===== src/hw/rtl/pafe_pkg.sv =====
package pafe_pkg;

  // The sine is sampled at this many points per turn; it must be a power of two.
  localparam int SINE_TABLE_DEPTH = 1024;
  localparam int SINE_IDX_BITS    = $clog2(SINE_TABLE_DEPTH);
  localparam int PH_SHIFT         = 16 - SINE_IDX_BITS;

  localparam int CFG_IDX_W  = 3;
  localparam int CFG_DATA_W = 24;

  localparam int ENV_W      = 26;
  localparam int WAVE_W     = 18;
  localparam int S_W        = 21;
  localparam int SIN_STAGES = 4;

  // Odd polynomial for a quarter turn, Q16, evaluated from the highest term down.
  localparam logic signed [S_W-1:0] SIN_LEAD = S_W'(11);
  localparam logic signed [S_W-1:0] SIN_COEF [SIN_STAGES] = '{
    S_W'(-307), S_W'(5223), S_W'(-42334), S_W'(102944)
  };

  typedef enum logic [CFG_IDX_W-1:0] {
    REG_IN_TIMING  = 3'd0,
    REG_OUT_TIMING = 3'd1,
    REG_IN_VALUE   = 3'd2,
    REG_BASE_VALUE = 3'd3,
    REG_RISE_RATE  = 3'd4,
    REG_FALL_RATE  = 3'd5,
    REG_WAVE_FREQ  = 3'd6,
    REG_WAVE_AMP   = 3'd7
  } cfg_reg_t;

  typedef struct packed {
    logic        [16:0] in_timing;
    logic        [16:0] out_timing;
    logic        [16:0] in_value;
    logic        [16:0] base_value;
    logic signed [23:0] rise_rate;
    logic signed [23:0] fall_rate;
    logic        [16:0] wave_freq;
    logic        [16:0] wave_amp;
  } cfg_t;

  typedef struct packed {
    logic                    valid;
    logic signed [ENV_W-1:0] env;
    logic        [15:0]      theta_mag;
    logic                    theta_neg;
  } front_t;

  typedef struct packed {
    logic                     valid;
    logic signed [ENV_W-1:0]  env;
    logic signed [WAVE_W-1:0] wave;
  } wave_t;

endpackage


===== src/hw/rtl/pafe_mix.sv =====
module pafe_mix (
  input  logic            clk,
  input  logic            rst_n,
  input  pafe_pkg::wave_t wave,
  input  logic [16:0]     wave_amp,
  output logic            out_valid,
  output logic [7:0]      out_alpha_byte
);
  import pafe_pkg::*;

  logic signed [18:0]      wave_off;
  logic signed [36:0]      fprod_nxt;
  logic signed [19:0]      factor_nxt;
  logic signed [45:0]      vf_nxt;
  logic signed [53:0]      scaled;
  logic [21:0]             scaled_hi;
  logic [7:0]              alpha_nxt;

  logic                    f_valid_r;
  logic signed [ENV_W-1:0] f_env_r;
  logic signed [36:0]      f_prod_r;

  logic                    g_valid_r;
  logic signed [ENV_W-1:0] g_env_r;
  logic signed [19:0]      g_factor_r;

  logic                    m_valid_r;
  logic signed [45:0]      m_vf_r;

  logic                    out_valid_r;
  logic [7:0]              out_alpha_r;

  always_comb begin
    wave_off   = $signed({wave.wave[WAVE_W-1], wave.wave}) - 19'sd65536;
    fprod_nxt  = $signed({1'b0, wave_amp}) * wave_off;
    factor_nxt = 20'sd65536 + $signed(f_prod_r[36:17]);
    vf_nxt     = g_env_r * g_factor_r;
    // Times 255 as a shift and a subtract.
    scaled     = $signed({m_vf_r, 8'b0}) - $signed({{8{m_vf_r[45]}}, m_vf_r});
    scaled_hi  = scaled[53:32];
    if (scaled[53] || (scaled == '0)) begin
      alpha_nxt = '0;
    end else if (scaled_hi > 22'd255) begin
      alpha_nxt = 8'd255;
    end else begin
      alpha_nxt = scaled_hi[7:0];
    end
  end

  always_ff @(posedge clk) begin
    if (!rst_n) begin
      f_valid_r   <= 1'b0;
      g_valid_r   <= 1'b0;
      m_valid_r   <= 1'b0;
      out_valid_r <= 1'b0;
    end else begin
      f_valid_r   <= wave.valid;
      g_valid_r   <= f_valid_r;
      m_valid_r   <= g_valid_r;
      out_valid_r <= m_valid_r;
    end
  end

  always_ff @(posedge clk) begin
    f_env_r     <= wave.env;
    f_prod_r    <= fprod_nxt;
    g_env_r     <= f_env_r;
    g_factor_r  <= factor_nxt;
    m_vf_r      <= vf_nxt;
    out_alpha_r <= alpha_nxt;
  end

  assign out_valid      = out_valid_r;
  assign out_alpha_byte = out_alpha_r;

  a_mix_latency: assert property (@(posedge clk) disable iff (!rst_n)
    out_valid_r |-> $past(wave.valid, 4))
    else $error("result strobe without a sine sample four cycles earlier");

endmodule


===== config.mk =====
export PLATFORM = sky130hd
export DESIGN_NAME = pafe_mix
export DESIGN_NICKNAME = d
export VERILOG_FILES = /design/src/hw/rtl/pafe_pkg.sv /design/src/hw/rtl/pafe_mix.sv
export SDC_FILE = /design/constraint.sdc
export NUM_CORES = 2
export LEC_CHECK = 0
export ABC_CLOCK_PERIOD_IN_PS = 12250
export BUFFER_PORTS_ARGS = -buffer_cell sky130_fd_sc_hd__buf_2
export CAP_MARGIN = 25
export CORE_UTILIZATION = 40
export CTS_CLUSTER_DIAMETER = 100
export DETAILED_ROUTE_END_ITERATION = 12
export PLACE_DENSITY_LB_ADDON = 0.25
export SLEW_MARGIN = 20
export SYNTH_ARGS = -nofsm -noshare
export SYNTH_HDL_FRONTEND = slang
export SYNTH_SLANG_ARGS = --single-unit

===== constraint.sdc =====
create_clock -name clk -period 12.25 [get_ports clk]
set_input_delay 1.8375 -clock clk [delete_from_list [all_inputs] [get_ports clk]]
set_output_delay 1.8375 -clock clk [all_outputs]
set_load 0.005 [all_outputs]

==> summary.md <==
| Metric | Value |
|---|---|
| First-pass GRT wire length | 144 mm |
| Sequential area share after synthesis | 0.0842 |
| Status | finished clean |
| Share of cells above drive strength 1 | 0.0410 |
| Clk Latency, worst-skew pair | 510 ps |
| DR pass1 iterations | 5 |
| Post-synth EDFFs | 0 |
| Total wire length | 86.6 mm |
| Final Setup Violations | 0 |
| Most area-hungry cell type in the Yosys netlist | fa_1 |
| Synth top area share | 0.478 |
| Row Count | 109 |
| Fill count | 8875 |
| Crit path arrival time | 8540 ps |
| Post-CTS setup buffer count | 0 |
| Slew Limit Fails | 0 |
| Setup crit end kind | flop |
| # DRC | 0 |
| Placed instance count | 4980 |
| Cell Chain, Critical Path | buf_2 > ha_1 > nand2b_1 > inv_1 > fa_1 > inv_1 > fa_1 > fa_1 > fa_1 > fa_1 > inv_1 > fa_1 > ha_1 > nand3_1 > nor2_1 > and4_1 > a31oi_1 > o21ai_0 > o221ai_1 > o211ai_1 > a31o_2 > a21oi_1 > xnor2_1 |
| Tmin final | 8120 ps |
| DIE HEIGHT | 301 um |
| DR WL/cell | 17.3 um |
| Crit share post-route | 0.663 |
| Cell variety after synth | 73 |
| Clock Sinks | 150 |
| Root Driver | clkbuf_16 |
| Worst clock skew | 25.7 ps |
| Crit path launch type | primary input |
| Most frequent cells in the layout | inv_1 (1000), fa_1 (852), nand2_1 (454) |
| Initial antenna violation count | 1 |
| Final nets | 5007 |
| Yosys warning count | 0 |
| Gr usage total | 0.204 |
| Core Box Area | 0.0884 mm^2 |
| Final Hold Viols | 0 |
| DR vias/cell | 4.88 |
| Width of the die | 301 um |
| DR vias | 24500 |
| Area after DPL | 0.0372 mm^2 |
| Number of buffers created by CTS | 17 |
| Fmax | 123 MHz |
| Syn-to-layout area delta | 6.01% |
| CP max-delay cell | fa_1 |
| I/O Buffers | 72 |
| Top post-synthesis cells by area | fa_1 (48%), inv_1 (11%), ha_1 (8.9%) |
| Worst EP required | 12670 ps |
| Clock buffer depth | 2 |
| DP HPWL | 69.5 mm |
| Cells after synthesis | 3860 |
| Worst slew margin | 0.290 |
| Area of the mapped netlist | 0.0357 mm^2 |
| Vias in the first global route | 26900 |
| Htree depth | 4 |
| Final instance area | 0.0378 mm^2 |
| Async SR Flop Fraction | 0 |
| Synth Net Count | 5031 |
| Largest net degree at the start of global routing | 27 |
| Post-CTS sizing | 0 |
| Post-Layout Cell Count | 5016 |
| Top_reg_cell synth | dfxtp_1 |
| Slew at the pin closest to its max-slew limit | 1060 ps |
| Initial core utilization | 0.404 |
| Iteration-0 DRC Markers | 1065 |
| Die area | 0.0904 mm^2 |
| RePlAce Congestion | 0.878 |
| Max_cap viols | 0 |
| Total grt overflow | 0 |
| CTS clk-pin slew, worst paths | 90 ps |
| CTS tree | done |
| RSZ-0062 raised after global routing | no |
| Antenna Nets Post-Route | 0 |
| Synth Register Bits | 150 |
| Synthesized area per cell | 9.24 um^2 |
| Setup_tns | 0 ps |
| Boundary Pins | 73 |
| Commonest non-fill, non-tap cell in the layout | inv_1 |
| Critical path's most frequent cell | fa_1 |
| Worst Hold Class | flop to flop |
| Post-CTS Hold Buffers | 0 |
| Setup CP Type | primary input to flop |
| Worst-path fanout max | 18 |
| Crit path largest cell delay | 660 ps |
-- logic make-up (layout without fill, tap and decap cells) --
family          count (synthesis)  in the layout  share of synthesized area
mux                             1              1                   0.000281
other cells                     0              2                          0
xor+xnor                       87             87                     0.0214
simple gates                 1072           1072                      0.151
flops                         150            150                     0.0842
buf+inv                      1149           1138                      0.121
fa+ha+maj                    1107           1107                      0.567
compound gates                294            294                     0.0546
-- worst paths after layout --
| path | from | slack [ps] | depth (start not counted) | end |
|---|---|---|---|---|
| worst max register to register | g_factor_r[6] | 4580 | 24 | m_vf_r[45] |
| worst max-delay path | wave[16] | 4130 | 23 | f_prod_r[36] |
| worst min-delay path | f_env_r[13] | 310 | 0 | g_env_r[13] |
| worst min register to register | f_env_r[13] | 310 | 0 | g_env_r[13] |
-- cell usage after synthesis (21+ instances only) --
cell type  instances
inv_1           1000
fa_1             852
nand2_1          454
and2_1           384
ha_1             255
dfxtp_1          150
clkbuf_1         144
a21oi_1           94
nor2_1            78
xnor2_1           66
o21ai_0           44
a21o_1            37
nand2b_1          33
nand3_1           26
nor2b_1           21
xor2_1            21
-- cell type report --
class	instances	area (um^2)	area share
timing repair buffer	106	643	0.0170
sequential	150	3000	0.0794
inverter	1000	3750	0.0992
multi-input combinational	2561	28400	0.750
tap	1165	1460	0.0385
clock inverter	15	181	0.00480
clock buffer	17	425	0.0112
antenna	2	5.00	0.000132
-- worst max-delay path: cells and delay by family --
family | cells | cell delay (ps)
AND/OR/NAND/NOR | 4 | 640
AO/OA/AOI/OAI | 6 | 1410
adder cells (fa/ha/maj) | 8 | 3940
buffers and inverters | 4 | 560
XOR/XNOR | 1 | 140
-- stage by stage --
stage / util / worst slack [ps] / hold WS, ps
global route: 0.428 / 3680 / 331
finish: 0.428 / 4130 / 315
detailed placement: 0.421 / 3580 / 312
global placement: 0.421 / 3740 / 310
CTS: 0.427 / 4130 / 325
floorplan: - / 4430 / 310
-- state kept, by name, indices dropped and copies added, names as in the netlist --
| signal | cells |
|---|---|
| out_alpha_byte | 8 |
| f_prod_r | 20 |
| m_vf_r | 46 |
| g_env_r | 26 |
| g_valid_r | 1 |
| m_valid_r | 1 |
| out_valid | 1 |
| f_valid_r | 1 |
| g_factor_r | 20 |
| f_env_r | 26 |
-- metal layers --
layer,global-route usage,vias up,share of wire
met3,0.0258,99,0.044
met1,0.275,12600,0.45
met4,0.0516,0,0.018
li1,-,11200,-
met2,0.347,531,0.48
met5,0,-,0
Power is not shown: default switching activity piles up to over one toggle a cycle in this logic, so the estimate is an artifact.
