$ cat config.mk
export PLATFORM = sky130hd
export DESIGN_NAME = pafe_front
export DESIGN_NICKNAME = d
export VERILOG_FILES = /design/src/hw/rtl/pafe_pkg.sv /design/src/hw/rtl/pafe_front.sv
export SDC_FILE = /design/constraint.sdc
export NUM_CORES = 2
export LEC_CHECK = 0
export BUFFER_PORTS_ARGS = -buffer_cell sky130_fd_sc_hd__buf_4
export CORE_ASPECT_RATIO = 1.1
export CORE_MARGIN = 2
export CORE_UTILIZATION = 35
export DETAILED_ROUTE_END_ITERATION = 7
export GPL_TIMING_DRIVEN = 0
export SLEW_MARGIN = 30
export SYNTH_ARGS = -nofsm -noshare
export SYNTH_HDL_FRONTEND = slang
export SYNTH_SLANG_ARGS = --single-unit
$ cat constraint.sdc
create_clock -name clk -period 9.7 [get_ports clk]
set_clock_uncertainty 0.2 [all_clocks]
set_input_delay 0.485 -clock clk [delete_from_list [all_inputs] [get_ports clk]]
set_output_delay 0.485 -clock clk [all_outputs]
set_load 0.005 [all_outputs]
$ cat src/hw/rtl/pafe_pkg.sv
package pafe_pkg;

  // The sine is sampled at this many points per turn; it must be a power of two.
  localparam int SINE_TABLE_DEPTH = 1024;
  localparam int SINE_IDX_BITS    = $clog2(SINE_TABLE_DEPTH);
  localparam int PH_SHIFT         = 16 - SINE_IDX_BITS;

  localparam int CFG_IDX_W  = 3;
  localparam int CFG_DATA_W = 24;

  localparam int ENV_W      = 26;
  localparam int WAVE_W     = 18;
  localparam int S_W        = 21;
  localparam int SIN_STAGES = 4;

  // Odd polynomial for a quarter turn, Q16, evaluated from the highest term down.
  localparam logic signed [S_W-1:0] SIN_LEAD = S_W'(11);
  localparam logic signed [S_W-1:0] SIN_COEF [SIN_STAGES] = '{
    S_W'(-307), S_W'(5223), S_W'(-42334), S_W'(102944)
  };

  typedef enum logic [CFG_IDX_W-1:0] {
    REG_IN_TIMING  = 3'd0,
    REG_OUT_TIMING = 3'd1,
    REG_IN_VALUE   = 3'd2,
    REG_BASE_VALUE = 3'd3,
    REG_RISE_RATE  = 3'd4,
    REG_FALL_RATE  = 3'd5,
    REG_WAVE_FREQ  = 3'd6,
    REG_WAVE_AMP   = 3'd7
  } cfg_reg_t;

  typedef struct packed {
    logic        [16:0] in_timing;
    logic        [16:0] out_timing;
    logic        [16:0] in_value;
    logic        [16:0] base_value;
    logic signed [23:0] rise_rate;
    logic signed [23:0] fall_rate;
    logic        [16:0] wave_freq;
    logic        [16:0] wave_amp;
  } cfg_t;

  typedef struct packed {
    logic                    valid;
    logic signed [ENV_W-1:0] env;
    logic        [15:0]      theta_mag;
    logic                    theta_neg;
  } front_t;

  typedef struct packed {
    logic                     valid;
    logic signed [ENV_W-1:0]  env;
    logic signed [WAVE_W-1:0] wave;
  } wave_t;

endpackage

$ cat src/hw/rtl/pafe_front.sv
module pafe_front (
  input  logic             clk,
  input  logic             rst_n,
  input  logic             in_take,
  input  logic [16:0]      in_life_fraction,
  input  logic [15:0]      in_age_frames,
  input  logic [16:0]      in_wave_random,
  input  pafe_pkg::cfg_t   cfg,
  output pafe_pkg::front_t front
);
  import pafe_pkg::*;

  logic                    rise;
  logic                    fall;
  logic        [16:0]      x_sel;
  logic signed [23:0]      rate_sel;
  logic        [16:0]      base_sel;
  logic signed [41:0]      s1_prod_nxt;

  logic                    s1_valid_r;
  logic signed [41:0]      s1_prod_r;
  logic        [16:0]      s1_base_r;
  logic        [32:0]      s1_ra_r;

  logic signed [17:0]      freq_term;
  logic        [16:0]      freq_mag;
  logic        [49:0]      mag_prod;
  logic signed [ENV_W-1:0] env_nxt;

  logic                    fr_valid_r;
  logic signed [ENV_W-1:0] fr_env_r;
  logic        [15:0]      fr_mag_r;
  logic                    fr_neg_r;

  // Stage one: pick the envelope segment and form the slope product.
  always_comb begin
    rise = in_life_fraction < cfg.in_timing;
    fall = in_life_fraction > cfg.out_timing;
    if (rise) begin
      rate_sel = cfg.rise_rate;
      x_sel    = in_life_fraction;
      base_sel = cfg.in_value;
    end else if (fall) begin
      rate_sel = cfg.fall_rate;
      x_sel    = in_life_fraction - cfg.out_timing;
      base_sel = cfg.base_value;
    end else begin
      rate_sel = '0;
      x_sel    = '0;
      base_sel = cfg.base_value;
    end
    s1_prod_nxt = rate_sel * $signed({1'b0, x_sel});
  end

  always_ff @(posedge clk) begin
    if (!rst_n) begin
      s1_valid_r <= 1'b0;
    end else begin
      s1_valid_r <= in_take;
    end
  end

  always_ff @(posedge clk) begin
    s1_prod_r <= s1_prod_nxt;
    s1_base_r <= base_sel;
    s1_ra_r   <= in_wave_random * in_age_frames;
  end

  // Stage two: envelope sum and the phase magnitude. Only the bits that survive
  // the shift by eighteen and the wrap to sixteen bits are kept.
  always_comb begin
    freq_term = 18'sd65536 - $signed({1'b0, cfg.wave_freq});
    freq_mag  = freq_term[17] ? 17'(-freq_term) : freq_term[16:0];
    mag_prod  = s1_ra_r * freq_mag;
    env_nxt   = $signed({9'b0, s1_base_r}) + $signed(s1_prod_r[41:16]);
  end

  always_ff @(posedge clk) begin
    if (!rst_n) begin
      fr_valid_r <= 1'b0;
    end else begin
      fr_valid_r <= s1_valid_r;
    end
  end

  always_ff @(posedge clk) begin
    fr_env_r <= env_nxt;
    fr_mag_r <= mag_prod[33:18];
    fr_neg_r <= freq_term[17];
  end

  assign front = '{valid: fr_valid_r, env: fr_env_r, theta_mag: fr_mag_r,
                   theta_neg: fr_neg_r};

endmodule

==> flow_summary.ini <==
[timing]
drv_slew = 0
timing.slew.headroom_pct = 36.0
totalNegativeSetupSlack_ns = 0
worst_tran_pin_value_ns = 0.954
timing.final.crit_period_ns = 9.49
timing.final.crit_share_pct = 97.8
final-hold-violation-count = 0
setup_failing_eps_final = 0
finalWorstSetupSlack_ns = 0.209
maximum_operating_frequency_mhz = 105

[synthesis]
syn-cell-area_um2 = 40900
total_number_of_yosys_warnings = 0
ys_dominant_reg_cell = dfxtp_1
synthesis.nets = 6142
synth_enable_flop_cells = 0
postSynth.asyncResetShare_pct = 0
postSynthCellCount = 4661
postSynthRegisterBits = 121
synthesis.area_per_instance_um2 = 8.78
synth_cell_type_count = 74
sequential_cell_area_fraction_in_the_yosys_report_pct = 5.92

[global_routing]
grt_pass1_wl_um = 192000
vias_in_the_first_global_route = 34102
pin_count_of_the_biggest_net_entering_global_routing = 17
global_route.overflow_total = 0
number_of_antenna_violations_at_the_first_check_in_global_routing = 5
grtUsageTotal_pct = 21.1

[floorplan]
die_x_um = 330
design.die.area_um2 = 120000
core_region_um2 = 116000
dieHeight_um = 363
num_io_pins = 247
placementRows = 131
initial_util_pct = 35.3

[critical_path]
cp_data_arrival_time_ns = 9.65
crit_slowest_cell = fa_1
largest_stage_delay_worst_path_ns = 0.57
critical_path.startpoint_type = input pin
timing.critical_path.required_ns = 9.86
worst_path_max_fanout = 10
crit_type = input pin to register
end_kind = register
path_common_cell = fa_1

[outcome]
failed_checks = design-rule violations
outcome = finished with violations

[cells_and_area]
antenna_cells_inserted = 0
nNetsFinal = 6418
stdcell_count = 6479
layout.cells.most_common_list = inv_1 (1173), fa_1 (955), nand2_1 (689), ha_1 (321), nor2_1 (269)
final_common_cell = inv_1
stdcell_area_um2 = 45900
layout-drive-gt1-share_pct = 9.35
area_growth_syn_to_layout_pct = 12.1

[placed_design]
detailed_place.area_um2 = 44600
dpl.cell_count = 6423
pre_cts_setup_slack_ns = -1.92
place_congestion = 0.943
detailed_place_hpwl_um = 103000
portBuffers = 220

[cts]
cts_max_level = 4
numClockSinks = 121
clk-insertion-delay-late_ns = 0.50
cts_bufs_inserted = 17
tritoncts = built
clk_root_buffer_cell = clkbuf_16
cts_buffer_depth = 2
cts.clk_slew.worst_paths_ns = 0.07

[drt]
dr.pass1.iters = 8
ant_nets = 0
final_routed_wire_length_divided_by_cell_count_um = 18.7
vias_per_cell = 4.89
drt_iter0_drc = 2064
drt_wl_total_um = 121000
vias = 31706
drc = 8

[hold_path]
worst_hold_path_type = input pin to register

[run]
cap_viol_max_count = 0
-- cell usage after synthesis (6+ instances only) --
| cell | count | area [um2] |
|---|---|---|
| inv_1 | 1173 | 4400 |
| fa_1 | 956 | 19100 |
| nand2_1 | 689 | 2590 |
| ha_1 | 322 | 4030 |
| nor2_1 | 270 | 1010 |
| and2_1 | 248 | 1550 |
| clkbuf_1 | 171 | 642 |
| dfxtp_1 | 121 | 2420 |
| xnor2_1 | 118 | 1030 |
| a21oi_1 | 87 | 435 |
| o21ai_0 | 67 | 335 |
| a21o_1 | 43 | 323 |
| a22oi_1 | 38 | 285 |
| xor2_1 | 34 | 298 |
| a22o_1 | 33 | 289 |
| nand2b_1 | 30 | 188 |
| nor3_1 | 22 | 110 |
| nor2b_1 | 20 | 125 |
| nand3_1 | 19 | 95.1 |
| mux2_2 | 17 | 191 |
| o21a_1 | 17 | 128 |
| and3_1 | 14 | 87.6 |
| o21bai_1 | 12 | 90.1 |
| or2_2 | 10 | 62.6 |
| buf_1 | 9 | 33.8 |
| a21boi_0 | 7 | 52.6 |
| o31ai_1 | 6 | 45.0 |
-- metal layers --
layer	vias to the layer above	GRT usage, %	wire, um
met4	4	8.25	5100
met5	-	0	26
met2	1201	34.7	57100
met3	293	3.31	8320
li1	14199	-	-
met1	16009	27.6	50400
-- per-stage QoR --
stage	utilization, %	hold WS, ns
after global routing	39.6	0.0163
final	39.6	0.0360
after detailed placement	38.4	0.229
after global placement	38.4	0.217
after floorplan	-	0.209
after CTS	39.4	0.000315
-- path summary, 6_finish.rpt --
kind                         start                    end  slack, ns  cells past startpoint
max                        cfg[17]   fr_mag_r[15]$_DFF_P_       0.21                     35
min                       cfg[103]   s1_base_r[4]$_DFF_P_       0.04                      2
max reg2reg    s1_ra_r[13]$_DFF_P_   fr_mag_r[15]$_DFF_P_       1.59                     27
min reg2reg  s1_valid_r$_SDFF_PN0_  fr_valid_r$_SDFF_PN0_       0.24                      1
-- flip-flops by register name, summed over array words and instances, names as in the netlist --
signal	count
s1_base_r	17
fr_neg_r	1
s1_ra_r	33
fr_valid_r	1
fr_mag_r	16
s1_prod_r	26
s1_valid_r	1
fr_env_r	26
-- worst max-delay path, delay by kind of cell --
family	cells	cell delay [ns]
buf+inv	9	1.37
compound gates	12	2.70
fa+ha+maj	8	3.57
xor+xnor	2	0.70
simple gates	4	0.79
-- cell families after synthesis --
logic type	share of synthesized area, %
flip-flops	5.92
AO/OA/AOI/OAI	6.04
XOR/XNOR	3.54
multiplexers	0.541
buffers and inverters	12.5
AND/OR/NAND/NOR	14.8
adder cells (fa/ha/maj)	56.6
-- area by class of cell --
cell class / count / area [um2]
fillers: 11857 / 70100
multi-input cells: 3178 / 33700
clock buffers: 22 / 454
clock inverters: 10 / 119
inverters: 1174 / 4410
well taps: 1529 / 1910
repair buffers: 270 / 2070
plain buffers: 175 / 801
flip-flops and latches: 121 / 2420
-- what timing repair did --
| item | in CTS | in global routing |
|---|---|---|
| hold buffers | 18 | 0 |
| buffers inserted | 9 | 10 |
| setup endpoints to repair | 34 | 27 |
| pin swaps | 5 | 9 |
| resized for setup | 85 | 103 |
| endpoints found under the hold margin | 11 | 0 |
Power is left out: the tool's default activity adds up to more than one toggle a clock period on the data nets, which glitch-free logic cannot reach.
