**config.mk**
```make
export PLATFORM = sky130hd
export DESIGN_NAME = pafe_sine
export DESIGN_NICKNAME = d
export VERILOG_FILES = /design/src/hw/rtl/pafe_pkg.sv /design/src/hw/rtl/pafe_sine.sv
export SDC_FILE = /design/constraint.sdc
export NUM_CORES = 2
export LEC_CHECK = 0
export BUFFER_PORTS_ARGS = -buffer_cell sky130_fd_sc_hd__buf_2
export CAP_MARGIN = 15
export CORE_UTILIZATION = 40
export CTS_BUF_LIST = sky130_fd_sc_hd__clkbuf_16
export DETAILED_ROUTE_END_ITERATION = 6
export SLEW_MARGIN = 20
export SYNTH_ARGS = -nofsm -noshare
export SYNTH_HDL_FRONTEND = slang
export SYNTH_SLANG_ARGS = --single-unit
```
**constraint.sdc**
```tcl
create_clock -name clk -period 16.3 [get_ports clk]
set_input_delay 4.89 -clock clk [delete_from_list [all_inputs] [get_ports clk]]
set_output_delay 4.89 -clock clk [all_outputs]
set_load 0.05 [all_outputs]
```
**src/hw/rtl/pafe_pkg.sv**
```systemverilog
package pafe_pkg;

  // The sine is sampled at this many points per turn; it must be a power of two.
  localparam int SINE_TABLE_DEPTH = 1024;
  localparam int SINE_IDX_BITS    = $clog2(SINE_TABLE_DEPTH);
  localparam int PH_SHIFT         = 16 - SINE_IDX_BITS;

  localparam int CFG_IDX_W  = 3;
  localparam int CFG_DATA_W = 24;

  localparam int ENV_W      = 26;
  localparam int WAVE_W     = 18;
  localparam int S_W        = 21;
  localparam int SIN_STAGES = 4;

  // Odd polynomial for a quarter turn, Q16, evaluated from the highest term down.
  localparam logic signed [S_W-1:0] SIN_LEAD = S_W'(11);
  localparam logic signed [S_W-1:0] SIN_COEF [SIN_STAGES] = '{
    S_W'(-307), S_W'(5223), S_W'(-42334), S_W'(102944)
  };

  typedef enum logic [CFG_IDX_W-1:0] {
    REG_IN_TIMING  = 3'd0,
    REG_OUT_TIMING = 3'd1,
    REG_IN_VALUE   = 3'd2,
    REG_BASE_VALUE = 3'd3,
    REG_RISE_RATE  = 3'd4,
    REG_FALL_RATE  = 3'd5,
    REG_WAVE_FREQ  = 3'd6,
    REG_WAVE_AMP   = 3'd7
  } cfg_reg_t;

  typedef struct packed {
    logic        [16:0] in_timing;
    logic        [16:0] out_timing;
    logic        [16:0] in_value;
    logic        [16:0] base_value;
    logic signed [23:0] rise_rate;
    logic signed [23:0] fall_rate;
    logic        [16:0] wave_freq;
    logic        [16:0] wave_amp;
  } cfg_t;

  typedef struct packed {
    logic                    valid;
    logic signed [ENV_W-1:0] env;
    logic        [15:0]      theta_mag;
    logic                    theta_neg;
  } front_t;

  typedef struct packed {
    logic                     valid;
    logic signed [ENV_W-1:0]  env;
    logic signed [WAVE_W-1:0] wave;
  } wave_t;

endpackage

```
**src/hw/rtl/pafe_sine.sv**
```systemverilog
module pafe_sine (
  input  logic             clk,
  input  logic             rst_n,
  input  pafe_pkg::front_t front,
  output pafe_pkg::wave_t  wave
);
  import pafe_pkg::*;

  function automatic logic signed [S_W-1:0] horner_step(
    input logic signed [S_W-1:0] coef,
    input logic signed [S_W-1:0] acc,
    input logic        [16:0]    mul
  );
    logic signed [S_W+17:0] prod;
    logic signed [S_W+1:0]  sum;
    prod = acc * $signed({1'b0, mul});
    sum  = $signed(prod[S_W+17:16]) + $signed({{2{coef[S_W-1]}}, coef});
    return sum[S_W-1:0];
  endfunction

  logic [15:0]             theta;
  logic [15:0]             phase;
  logic [13:0]             ph_rem;
  logic [14:0]             quarter_x;
  logic [33:0]             u_sq;

  logic                    u_valid_r;
  logic [16:0]             u_r;
  logic                    u_neg_r;
  logic signed [ENV_W-1:0] u_env_r;

  logic                    p_valid_r [SIN_STAGES+1];
  logic signed [S_W-1:0]   p_s_r     [SIN_STAGES+1];
  logic [16:0]             p_u2_r    [SIN_STAGES+1];
  logic [16:0]             p_u_r     [SIN_STAGES+1];
  logic                    p_neg_r   [SIN_STAGES+1];
  logic signed [ENV_W-1:0] p_env_r   [SIN_STAGES+1];

  logic signed [S_W-1:0]   sin_raw;
  logic [16:0]             sin_mag;
  logic signed [WAVE_W-1:0] wave_nxt;

  logic                     w_valid_r;
  logic signed [ENV_W-1:0]  w_env_r;
  logic signed [WAVE_W-1:0] w_wave_r;

  // Angle to sample phase, then fold into the first quarter.
  always_comb begin
    theta     = front.theta_neg ? 16'(-front.theta_mag) : front.theta_mag;
    phase     = (theta >> PH_SHIFT) << PH_SHIFT;
    ph_rem    = phase[13:0];
    quarter_x = phase[14] ? 15'(15'd16384 - {1'b0, ph_rem}) : {1'b0, ph_rem};
    u_sq      = u_r * u_r;
  end

  always_ff @(posedge clk) begin
    if (!rst_n) begin
      u_valid_r <= 1'b0;
    end else begin
      u_valid_r <= front.valid;
    end
  end

  always_ff @(posedge clk) begin
    u_r     <= {quarter_x, 2'b00};
    u_neg_r <= phase[15];
    u_env_r <= front.env;
  end

  // Entry zero holds the squared phase; entries one onwards are Horner steps.
  always_ff @(posedge clk) begin
    if (!rst_n) begin
      for (int k = 0; k <= SIN_STAGES; k++) begin
        p_valid_r[k] <= 1'b0;
      end
    end else begin
      p_valid_r[0] <= u_valid_r;
      for (int k = 1; k <= SIN_STAGES; k++) begin
        p_valid_r[k] <= p_valid_r[k-1];
      end
    end
  end

  always_ff @(posedge clk) begin
    p_s_r[0]   <= SIN_LEAD;
    p_u2_r[0]  <= u_sq[32:16];
    p_u_r[0]   <= u_r;
    p_neg_r[0] <= u_neg_r;
    p_env_r[0] <= u_env_r;
    for (int k = 1; k <= SIN_STAGES; k++) begin
      p_s_r[k]   <= horner_step(SIN_COEF[k-1], p_s_r[k-1], p_u2_r[k-1]);
      p_u2_r[k]  <= p_u2_r[k-1];
      p_u_r[k]   <= p_u_r[k-1];
      p_neg_r[k] <= p_neg_r[k-1];
      p_env_r[k] <= p_env_r[k-1];
    end
  end

  always_comb begin
    sin_raw = horner_step('0, p_s_r[SIN_STAGES], p_u_r[SIN_STAGES]);
    if (sin_raw[S_W-1]) begin
      sin_mag = '0;
    end else if (sin_raw > S_W'(65536)) begin
      sin_mag = 17'd65536;
    end else begin
      sin_mag = sin_raw[16:0];
    end
    wave_nxt = p_neg_r[SIN_STAGES] ? -$signed({1'b0, sin_mag}) : $signed({1'b0, sin_mag});
  end

  always_ff @(posedge clk) begin
    if (!rst_n) begin
      w_valid_r <= 1'b0;
    end else begin
      w_valid_r <= p_valid_r[SIN_STAGES];
    end
  end

  always_ff @(posedge clk) begin
    w_env_r  <= p_env_r[SIN_STAGES];
    w_wave_r <= wave_nxt;
  end

  assign wave = '{valid: w_valid_r, env: w_env_r, wave: w_wave_r};

  a_u_range: assert property (@(posedge clk) disable iff (!rst_n)
    u_valid_r |-> (u_r <= 17'd65536))
    else $error("folded phase beyond a quarter turn");

  a_wave_range: assert property (@(posedge clk) disable iff (!rst_n)
    w_valid_r |-> ((w_wave_r <= 65536) && (w_wave_r >= -65536)))
    else $error("sine sample outside unit range");

endmodule

```
==> reports/results.tsv <==
stage	metric	value	unit
run_status	status	complete, no violations	
cts	CTS Hold Bufs	0	
synth	Syn. warnings	0	
setup_path	CP top delay family	adder cells	
finish	Area Growth Syn to Fin	6.74	%
timing	Setup violations, final	0	
finish	share of cells above drive strength 1	3.92	%
route	first-iteration detailed-routing DRC count	1414	
synth	Post-Syn Instances	5300	
timing	TNS Setup	0	ps
synth	register bit total from synthesis	399	
global_route	grt ovf	0	
global_route	met2 usage	30.0	%
setup_path	Worst EP required	16780	ps
synth	Synth Flop Type	dfxtp_1	
synth	number of synthesized flops with an enable pin	0	
timing	fmax	0.123	GHz
global_route	gr usage total	17.3	%
cts	Clock Latency Late Sink	620	ps
route	via/cell ratio	4.76	
floorplan	die height	363	um
route	DR pass1 iterations	7	
timing	Slew Limit Headroom	30.8	%
job	Max Cap Viol	0	
finish	commonest non-fill, non-tap cells in the layout	1,149 x inv_1, 1,024 x fa_1, 596 x and2_1, 552 x ha_1, 548 x nand2_1	
setup_path	WP buf/inv	1	
synth	simple-gate area share of the yosys netlist	13.9	%
synth	Mapped Area	52100	um2
global_route	initial antenna violation count	3	
global_route	first-pass GRT wire length	186	mm
place	Final HPWL DP	87.8	mm
synth	Yosys top cell area share	39.3	%
route	Detailed Route WL	108	mm
global_route	GRT met1 Usage	23.3	%
setup_path	startpoint types	register	
synth	Yosys top cell by area	fa_1	
floorplan	core area	129000	um2
synth	top cells by area, synth	fa_1 39%, dfxtp_1 15%, ha_1 13%, inv_1 8.2%, and2_1 7.2%	
finish	Diodes inserted	0	
synth	Synth Area in Compound Gates	4.94	%
timing	Final Max Slew Viols	0	
floorplan	Die Wd	363	um
place	# port buffers	90	
setup_path	CP max FO	25	
cts	deepest clock path buffer count	3	
route	via count	33584	
setup_path	slowest stage delay, CP	820	ps
cts	H-tree depth	2	
timing	worst slew pin tran	1040	ps
global_route	most used routing layer in global routing	met2	
timing	Hold Fails Final Rpt	0	
cts	CTS tree	done	
synth	Unique masters post-synth	85	
timing	clock skew	41.4	ps
cts	CTS Buf Count	43	
setup_path	most frequent CP cell	fa_1	
global_route	largest net degree at the start of global routing	27	
timing	RSZ-0062 raised after global routing	no	
synth	sequential element share of the synthesized area	15.3	%
floorplan	IO Pins	91	
synth	post-synthesis adder-cell area fraction	52.6	%
synth	main combinational cell family by area after synthesis	adder cells	
floorplan	die area	132000	um2
setup_path	kind of critical path	register to register	
floorplan	initial cell density of the core	40.3	%
synth	Synth async-reset ratio	0	%
synth	Mean Syn Cell Area	9.83	um2
synth	xor and xnor area share after synthesis	3.48	%
cts	post-cts gate resize count	0	
route	number of remaining DRC errors	0	
timing	final period utilization	50.1	%
route	post-route ant nets	0	
finish	fillers	12445	
synth	post-synthesis mux area share	0.242	%
global_route	vias in the first global route	36790	
synth	Synth Net Count	6922	
setup_path	crit-path cells	nand2_1 > fa_1 > fa_1 > inv_1 > fa_1 > fa_1 > fa_1 > ha_1 > ha_1 > nand2_1 > o21bai_1 > nor3_1 > o21a_1 > nor3_1 > nor3b_1 > nor4bb_1 > nand4bb_1 > a211o_1 > or2_2 > ha_1 > nand2_1 > a211oi_1 > a41o_1	
finish	commonest non-fill, non-tap cell in the layout	inv_1	
place	GP Congestion	0.827	
setup_path	CP arrival	8640	ps
cts	Worst-path clk slew	60	ps
cts	clk sinks	399	
cts	root buf cell	clkbuf_16	
setup_path	Critical Path End Type	register	
worst_hold_path	min-delay worst type	register to register	
finish	Layout Nets	6897	
global_route	met3 usage	1.91	%
setup_path	slowest stage cell, crit path	dfxtp_1	
floorplan	FP Rows	132	
route	drt wl/cell	15.4	um
timing	fin crit period	8160	ps
cts	post-CTS setup buffer count	0	
[worst reg2reg max path: stages, from the launching register on]
cell	delay [ps]
dfxtp_1	820
nand2_1	170
fa_1	520
fa_1	520
inv_1	60
fa_1	550
fa_1	430
fa_1	440
ha_1	280
ha_1	480
nand2_1	90
o21bai_1	340
nor3_1	110
o21a_1	160
nor3_1	540
nor3b_1	140
nor4bb_1	370
nand4bb_1	190
a211o_1	600
or2_2	430
ha_1	330
nand2_1	140
a211oi_1	90
a41o_1	250
[per-layer routing]
metal / vias up / routed length (um)
met4: 2 / 2240
li1: 15926 / -
met2: 578 / 52200
met3: 139 / 4340
met1: 16939 / 49600
met5: - / 13
[cells in the mapped netlist, types with 36 or more instances]
master and instances:
a21o_1 36, a21oi_1 110, and2_1 596, clkbuf_1 171, dfxtp_1 399, fa_1 1024, ha_1 552, inv_1 1143
nand2_1 548, nor2_1 78, o21ai_0 61, xnor2_1 146, xor2_1 59
[registers in the layout, indices dropped and copies added, names as in the netlist]
signal / cells
u_env_r: 26
w_wave_r: 18
u_neg_r: 1
u_r: 9
p_env_r: 130
p_u2_r: 64
p_neg_r: 5
w_valid_r: 1
p_s_r: 72
w_env_r: 26
p_u_r: 41
p_valid_r: 5
u_valid_r: 1
[area by class of cell]
class	instances	area (um2)	area share, %
clock inverter	34	355	0.639
clock buffer	43	1080	1.93
multi-input combinational	3581	39200	70.4
inverter	1143	4290	7.71
tap	1742	2180	3.92
timing repair buffer	107	578	1.04
sequential	399	7990	14.4
[worst paths after layout]
kind	start	end	slack [ps]	cells after the start
setup / recovery	p_u_r[0][78]	w_wave_r[12]	8140	23
setup reg to reg	p_u_r[0][78]	w_wave_r[12]	8140	23
hold / removal	p_env_r[2][1]	p_env_r[3][1]	320	0
hold reg to reg	p_env_r[2][1]	p_env_r[3][1]	320	0
[through the flow]
| step | setup WS (ps) | instance area [um2] | hold WS (ps) | utilization [%] | std cells |
|---|---|---|---|---|---|
| 3_3_place_gp | 8430 | 54200 | 310 | 41.9 | 6972 |
| 4_1_cts | 8190 | 55600 | 324 | 43.0 | 7049 |
| 2_1_floorplan | 9070 | 52100 | 310 | - | 5300 |
| 3_5_place_dp | 8200 | 54200 | 312 | 41.9 | 6972 |
| 5_1_grt | 7420 | 55600 | 325 | 43.0 | 7049 |
| 6_report | 8140 | 55600 | 321 | 43.0 | 7049 |
[kinds of logic after synthesis]
logic type / after synthesis
mux: 12
compound gates: 382
flops: 399
buf+inv: 1320
simple gates: 1404
fa+ha+maj: 1577
xor+xnor: 206
Power is not shown: default switching activity piles up to over one toggle a cycle in this logic, so the estimate is an artifact.
